File: src/hdl/rcn_pkg.sv
`timescale 1ns / 1ps
// ----------------------------------------------------------------------------
// rcn_pkg: shared types and constants for the nearest segment hit ray caster
// holds the queue word layout, state encodings and the cordic angle table
// ----------------------------------------------------------------------------
package rcn_pkg;

  localparam int unsigned CordicSteps = 24;
  localparam int unsigned EdgeW       = 10;   // edge index, wraps at 1024
  localparam int unsigned QDepth      = 2;
  localparam logic [30:0] RangeReset  = 31'd655360;

  // front end states
  typedef enum logic [1:0] {
    F_IDLE,
    F_ROT,
    F_PUSH
  } f_state_e;

  // back end states
  typedef enum logic [2:0] {
    B_IDLE,
    B_MUL,
    B_CHK,
    B_DIV,
    B_FIN
  } b_state_e;

  // one queue word: segment plus the ray it belongs to
  typedef struct packed {
    logic signed [31:0] ax;
    logic signed [31:0] ay;
    logic signed [31:0] bx;
    logic signed [31:0] by;
    logic signed [31:0] ox;
    logic signed [31:0] oy;
    logic signed [17:0] dcos;
    logic signed [17:0] dsin;
    logic               first;
    logic               last;
  } seg_word_t;

  // arctangent table at a 32-bit angle scale
  function automatic logic signed [33:0] atan_at(input logic [4:0] k);
    logic signed [33:0] v;
    case (k)
      5'd0:    v = 34'sd536870912;
      5'd1:    v = 34'sd316933406;
      5'd2:    v = 34'sd167458907;
      5'd3:    v = 34'sd85004756;
      5'd4:    v = 34'sd42667331;
      5'd5:    v = 34'sd21354465;
      5'd6:    v = 34'sd10679838;
      5'd7:    v = 34'sd5340245;
      5'd8:    v = 34'sd2670163;
      5'd9:    v = 34'sd1335087;
      5'd10:   v = 34'sd667544;
      5'd11:   v = 34'sd333772;
      5'd12:   v = 34'sd166886;
      5'd13:   v = 34'sd83443;
      5'd14:   v = 34'sd41722;
      5'd15:   v = 34'sd20861;
      5'd16:   v = 34'sd10430;
      5'd17:   v = 34'sd5215;
      5'd18:   v = 34'sd2608;
      5'd19:   v = 34'sd1304;
      5'd20:   v = 34'sd652;
      5'd21:   v = 34'sd326;
      5'd22:   v = 34'sd163;
      5'd23:   v = 34'sd81;
      default: v = 34'sd0;
    endcase
    return v;
  endfunction

  // round to q1.16 and clamp to the unit range
  function automatic logic signed [17:0] round_unit(input logic signed [33:0] v);
    logic signed [33:0] r;
    logic signed [17:0] o;
    r = (v + 34'sd8192) >>> 14;
    if (r > 34'sd65536) begin
      o = 18'sd65536;
    end else if (r < -34'sd65536) begin
      o = -18'sd65536;
    end else begin
      o = r[17:0];
    end
    return o;
  endfunction

endpackage

File: src/hdl/rcn_fifo.sv
`timescale 1ns / 1ps
// ----------------------------------------------------------------------------
// rcn_fifo: short word queue between front and back
// decouples classification from the arithmetic so each side stalls alone
// ----------------------------------------------------------------------------
module rcn_fifo (
  input  logic               clk_i,
  input  logic               rst_ni,
  input  logic               wr_i,
  input  rcn_pkg::seg_word_t wdata_i,
  output logic               full_o,
  input  logic               rd_i,
  output rcn_pkg::seg_word_t rdata_o,
  output logic               empty_o
);

  localparam int unsigned PtrW = $clog2(rcn_pkg::QDepth);

  rcn_pkg::seg_word_t mem_q [rcn_pkg::QDepth];
  logic [PtrW-1:0]    wp_q, rp_q;
  logic [PtrW:0]      cnt_q;

  assign full_o  = (cnt_q == (PtrW + 1)'(rcn_pkg::QDepth));
  assign empty_o = (cnt_q == '0);
  assign rdata_o = mem_q[rp_q];

  // storage
  always_ff @(posedge clk_i) begin
    if (wr_i && !full_o) begin
      mem_q[wp_q] <= wdata_i;
    end
  end

  // pointers and fill count
  always_ff @(posedge clk_i or negedge rst_ni) begin
    if (!rst_ni) begin
      wp_q  <= '0;
      rp_q  <= '0;
      cnt_q <= '0;
    end else begin
      if (wr_i && !full_o) begin
        wp_q <= wp_q + 1'b1;
      end
      if (rd_i && !empty_o) begin
        rp_q <= rp_q + 1'b1;
      end
      cnt_q <= cnt_q + (PtrW + 1)'(wr_i && !full_o) - (PtrW + 1)'(rd_i && !empty_o);
    end
  end

  a_cnt: assert property (@(posedge clk_i) disable iff (!rst_ni)
    cnt_q <= (PtrW + 1)'(rcn_pkg::QDepth))
    else $error("queue count overflow");
  a_full_wr: assert property (@(posedge clk_i) disable iff (!rst_ni)
    (full_o && wr_i && !rd_i) |=> full_o)
    else $error("queue lost full");
  a_ptr: assert property (@(posedge clk_i) disable iff (!rst_ni)
    empty_o |-> (wp_q == rp_q))
    else $error("queue pointers disagree");

endmodule

File: config.mk
export PLATFORM = sky130hd
export DESIGN_NAME = rcn_fifo
export DESIGN_NICKNAME = d
export VERILOG_FILES = /design/src/hdl/rcn_pkg.sv /design/src/hdl/rcn_fifo.sv
export SDC_FILE = /design/constraint.sdc
export NUM_CORES = 1
export LEC_CHECK = 0
export ABC_CLOCK_PERIOD_IN_PS = 23200
export BUFFER_PORTS_ARGS = -buffer_cell sky130_fd_sc_hd__buf_2
export CORE_MARGIN = 4
export CORE_UTILIZATION = 40
export DETAILED_ROUTE_END_ITERATION = 7
export PLACE_DENSITY = 0.59
export SLEW_MARGIN = 20
export SYNTH_ARGS = -nofsm -noshare
export SYNTH_HDL_FRONTEND = slang
export SYNTH_SLANG_ARGS = --single-unit
File: constraint.sdc
create_clock -name clk_i -period 23.2 [get_ports clk_i]
set_input_delay 3.48 -clock clk_i [delete_from_list [all_inputs] [get_ports clk_i]]
set_output_delay 3.48 -clock clk_i [all_outputs]
set_load 0.1 [all_outputs]
==> flow_summary_export.csv <==
group,metric,value,unit
placement,finalWeightedCongestion,0.768,
final_layout,area_added_between_synthesis_and_finish,24.2,%
critical_path,worst_r2r_endpoint,"mem_q[1][110]$_DFFE_PP_",
drt,detailroute.via_count,8690,
critical_path,cp_cell_sequence,"buf_4 -> mux2_4 -> buf_2",
sta,final.setup.tns,0,ns
global_route,globalRoute.totalOverflow,0,
outcome,status,"finished clean",
clock_tree,worstSkewPairLatency,0.55,ns
floorplanning,initial_core_util,40.7,%
clock_tree,max-clock-path-buffers,3,
synthesis,synth_fa_ha_area_share,0.142,%
synthesis,synth.avg_cell_area,24.0,sq um
synthesis,synth_simple_gate_area_share,0.170,%
clock_tree,number_of_cts_inserted_buffers,48,
drt,route.antenna.remaining_nets,0,
final_layout,filler_cell_count,3668,
clock_tree,clk_root_buffer_cell,"sky130_fd_sc_hd__clkbuf_16",
critical_path,worstSetupPathDepth,3,
synthesis,synth.ff_latch_count,464,
global_route,pin_count_of_the_biggest_net_entering_global_routing,113,
synthesis,xor_and_xnor_area_share_after_synthesis,0.199,%
critical_path,timing.critical_path.max_delay_family,"buffers and inverters",
sta,fmax,144,MHz
floorplanning,area_enclosed_by_the_die_boundary,47500,sq um
synthesis,mappedNetlistArea,17600,sq um
critical_path,worst_setup_path_endpoint,"rdata_o[129]",
final_layout,total_area_of_sequential_cells,13900,sq um
floorplanning,die_h,218,um
drt,vias_per_cell,4.67,
worst_hold_path,timing.hold.worst.class,"reg2reg",
sta,worst_slew_margin_rel,28.2,%
floorplanning,boundaryPins,466,
floorplanning,core-area,43400,sq um
critical_path,critPathLaunch,"rp_q$_DFFE_PN0P_",
synthesis,synth_nets,970,
critical_path,worstReg2RegStart,"cnt_q[1]$_DFF_PN0_",
global_route,globalRouteTotalUtil,15.6,%
sta,grt_setup_unrepaired,"no",
clock_tree,tritoncts,"done",
global_route,via_count_of_the_first_global_routing_pass,9074,
drt,dr.pass1.iters,4,
clock_tree,clkSinkCount,464,
synthesis,synth_compound_area_share,0,%
critical_path,timing.reg2reg.setup_slack,20.02,ns
clock_tree,clock_tree.htree_level_count,2,
sta,final_count_of_negative_setup_slack_endpoints,0,
synthesis,synthDistinctLibCells,17,
synthesis,synth_warnings,0,
sta,final_report_max_slew_violation_count,0,
clock_tree,post_cts.repair.setup_buffers,0,
floorplanning,die_w,218,um
global_route,initial_antenna_violation_count,14,
drt,drt_iter0_drc,481,
critical_path,worst-endpoint-arrival,3.47,ns
sta,worst_pin_slew,1.08,ns
synthesis,main_combinational_cell_family_by_area_after_synthesis,"multiplexers",
sta,post-route-period-util,29.9,%
synthesis,synth.mux.area_fraction,18.7,%
flow_run,drv_cap,0,
drt,drc,0,
critical_path,timing.critical_path.required,19.72,ns
placement,dp_hpwl,26.8,mm
final_layout,proportion_of_layout_cells_with_a_drive_suffix_above_1,60.4,%
placement,buffer_ports.inserted,465,
critical_path,critPathCaptureType,"primary output",
synthesis,seq_area_frac_synth,78.9,%
drt,drt-wirelength-per-cell,20.8,um
critical_path,cp.buffers_inverters,2,
final_layout,layout.nets,1468,
global_route,global_route_wire_length_before_repair,55.4,mm
clock_tree,cells_resized_by_post_cts_repair,0,
critical_path,worst_reg2reg_path_length_in_cells,4,
critical_path,critPathMaxFanout,61,
synthesis,postSynthCellCount,734,
clock_tree,clkTransAtPathRegs,0.06,ns
critical_path,critical-path-slowest-cell,"sky130_fd_sc_hd__dfrtp_4",
floorplanning,floorplan.rows,76,
sta,final-hold-violation-count,0,
critical_path,critical-path-max-stage-delay,1.09,ns
final_layout,multi_input_area,3410,sq um
clock_tree,cts_hold_buf,0,
critical_path,start_kind,"flip-flop",
sta,skew,0.00954,ns
sta,layout_min_cycle_time,6.95,ns
critical_path,critical_path_class,"reg2out",
drt,drt-total-wl,38.8,mm
## state kept, by name (all words and copies together), names as in the netlist
name / count
mem_q: 460
cnt_q: 2
rp_q: 1
wp_q: 1
## worst min path at each step
stage	from	end	slack, ns	cells past startpoint
6_report	cnt_q[1]$_DFF_PN0_	cnt_q[1]$_DFF_PN0_	0.50	1
4_1_cts	cnt_q[1]$_DFF_PN0_	cnt_q[1]$_DFF_PN0_	0.50	1
3_5_place_dp	cnt_q[1]$_DFF_PN0_	cnt_q[1]$_DFF_PN0_	0.49	1
5_1_grt	cnt_q[1]$_DFF_PN0_	cnt_q[1]$_DFF_PN0_	0.53	1
3_3_place_gp	cnt_q[1]$_DFF_PN0_	cnt_q[1]$_DFF_PN0_	0.49	1
2_1_floorplan	wp_q$_DFFE_PN0P_	wp_q$_DFFE_PN0P_	0.46	1
## cells by family after synthesis
family | after synthesis
flip-flops | 464
multiplexers | 230
buffers and inverters | 28
AND/OR/NAND/NOR | 6
XOR/XNOR | 4
adder cells (fa/ha/maj) | 2
## stage by stage
stage / area [sq um] / std cells / hold WS (ns) / setup WS [ns] / util, %
2_1_floorplan: 17600 / 734 / 0.461 / 9.27 / -
3_3_place_gp: 20500 / 1767 / 0.489 / 16.83 / 47.2
3_5_place_dp: 20500 / 1767 / 0.494 / 16.83 / 47.2
4_1_cts: 21900 / 1853 / 0.504 / 16.19 / 50.5
5_1_grt: 21900 / 1859 / 0.530 / 16.08 / 50.5
6_report: 21900 / 1860 / 0.500 / 16.25 / 50.5
## synthesized netlist by cell type
cell,count,area (sq um)
sky130_fd_sc_hd__and3_1,1,6.26
sky130_fd_sc_hd__buf_12,1,20.0
sky130_fd_sc_hd__buf_2,4,20.0
sky130_fd_sc_hd__buf_6,11,124
sky130_fd_sc_hd__buf_8,10,150
sky130_fd_sc_hd__dfrtp_1,4,100
sky130_fd_sc_hd__edfxtp_1,460,13800
sky130_fd_sc_hd__ha_1,2,25.0
sky130_fd_sc_hd__inv_1,2,7.51
sky130_fd_sc_hd__mux2_2,40,450
sky130_fd_sc_hd__mux2_4,190,2850
sky130_fd_sc_hd__nand2_1,1,3.75
sky130_fd_sc_hd__nand2b_1,1,6.26
sky130_fd_sc_hd__nor2_1,2,7.51
sky130_fd_sc_hd__nor2b_1,1,6.26
sky130_fd_sc_hd__xnor2_1,3,26.3
sky130_fd_sc_hd__xor2_1,1,8.76
## routing by layer
layer / wire length [um] / share of wire (%) / vias up / GRT usage [%]
met5: 94 / 0.24 / - / 0
met4: 856 / 2.2 / 14 / 5.22
met3: 3840 / 9.9 / 67 / 6.07
met2: 18700 / 48 / 352 / 25.5
met1: 15300 / 39 / 4310 / 19.1
li1: - / - / 3947 / -
## area by class of cell
class | count | area share, %
inverter | 2 | 0.0343
antenna | 7 | 0.0800
sequential | 464 | 63.6
clock inverter | 23 | 0.583
multi-input combinational | 242 | 15.6
timing repair buffer | 474 | 11.0
tap | 585 | 3.34
clock buffer | 63 | 5.84
## cell usage in the layout (no fill, tap or decap)
master / count
sky130_fd_sc_hd__buf_2: 465
sky130_fd_sc_hd__edfxtp_1: 460
sky130_fd_sc_hd__mux2_4: 190
sky130_fd_sc_hd__clkbuf_16: 49
sky130_fd_sc_hd__mux2_2: 40
sky130_fd_sc_hd__clkbuf_1: 14
sky130_fd_sc_hd__clkinv_1: 13
sky130_fd_sc_hd__clkinv_2: 8
sky130_fd_sc_hd__buf_4: 8
sky130_fd_sc_hd__diode_2: 7
sky130_fd_sc_hd__xnor2_1: 3
sky130_fd_sc_hd__dfrtp_1: 3
sky130_fd_sc_hd__inv_1: 2
sky130_fd_sc_hd__ha_1: 2
sky130_fd_sc_hd__nor2_1: 1
sky130_fd_sc_hd__nor2b_1: 1
sky130_fd_sc_hd__nand2b_1: 1
sky130_fd_sc_hd__nand2_1: 1
sky130_fd_sc_hd__nor2_4: 1
sky130_fd_sc_hd__and3_4: 1
sky130_fd_sc_hd__xor2_1: 1
sky130_fd_sc_hd__bufinv_16: 1
sky130_fd_sc_hd__clkinv_4: 1
sky130_fd_sc_hd__buf_12: 1
sky130_fd_sc_hd__dfrtp_4: 1
Power is left out: the tool's default activity adds up to more than one toggle a clock period on the data nets, which glitch-free logic cannot reach.
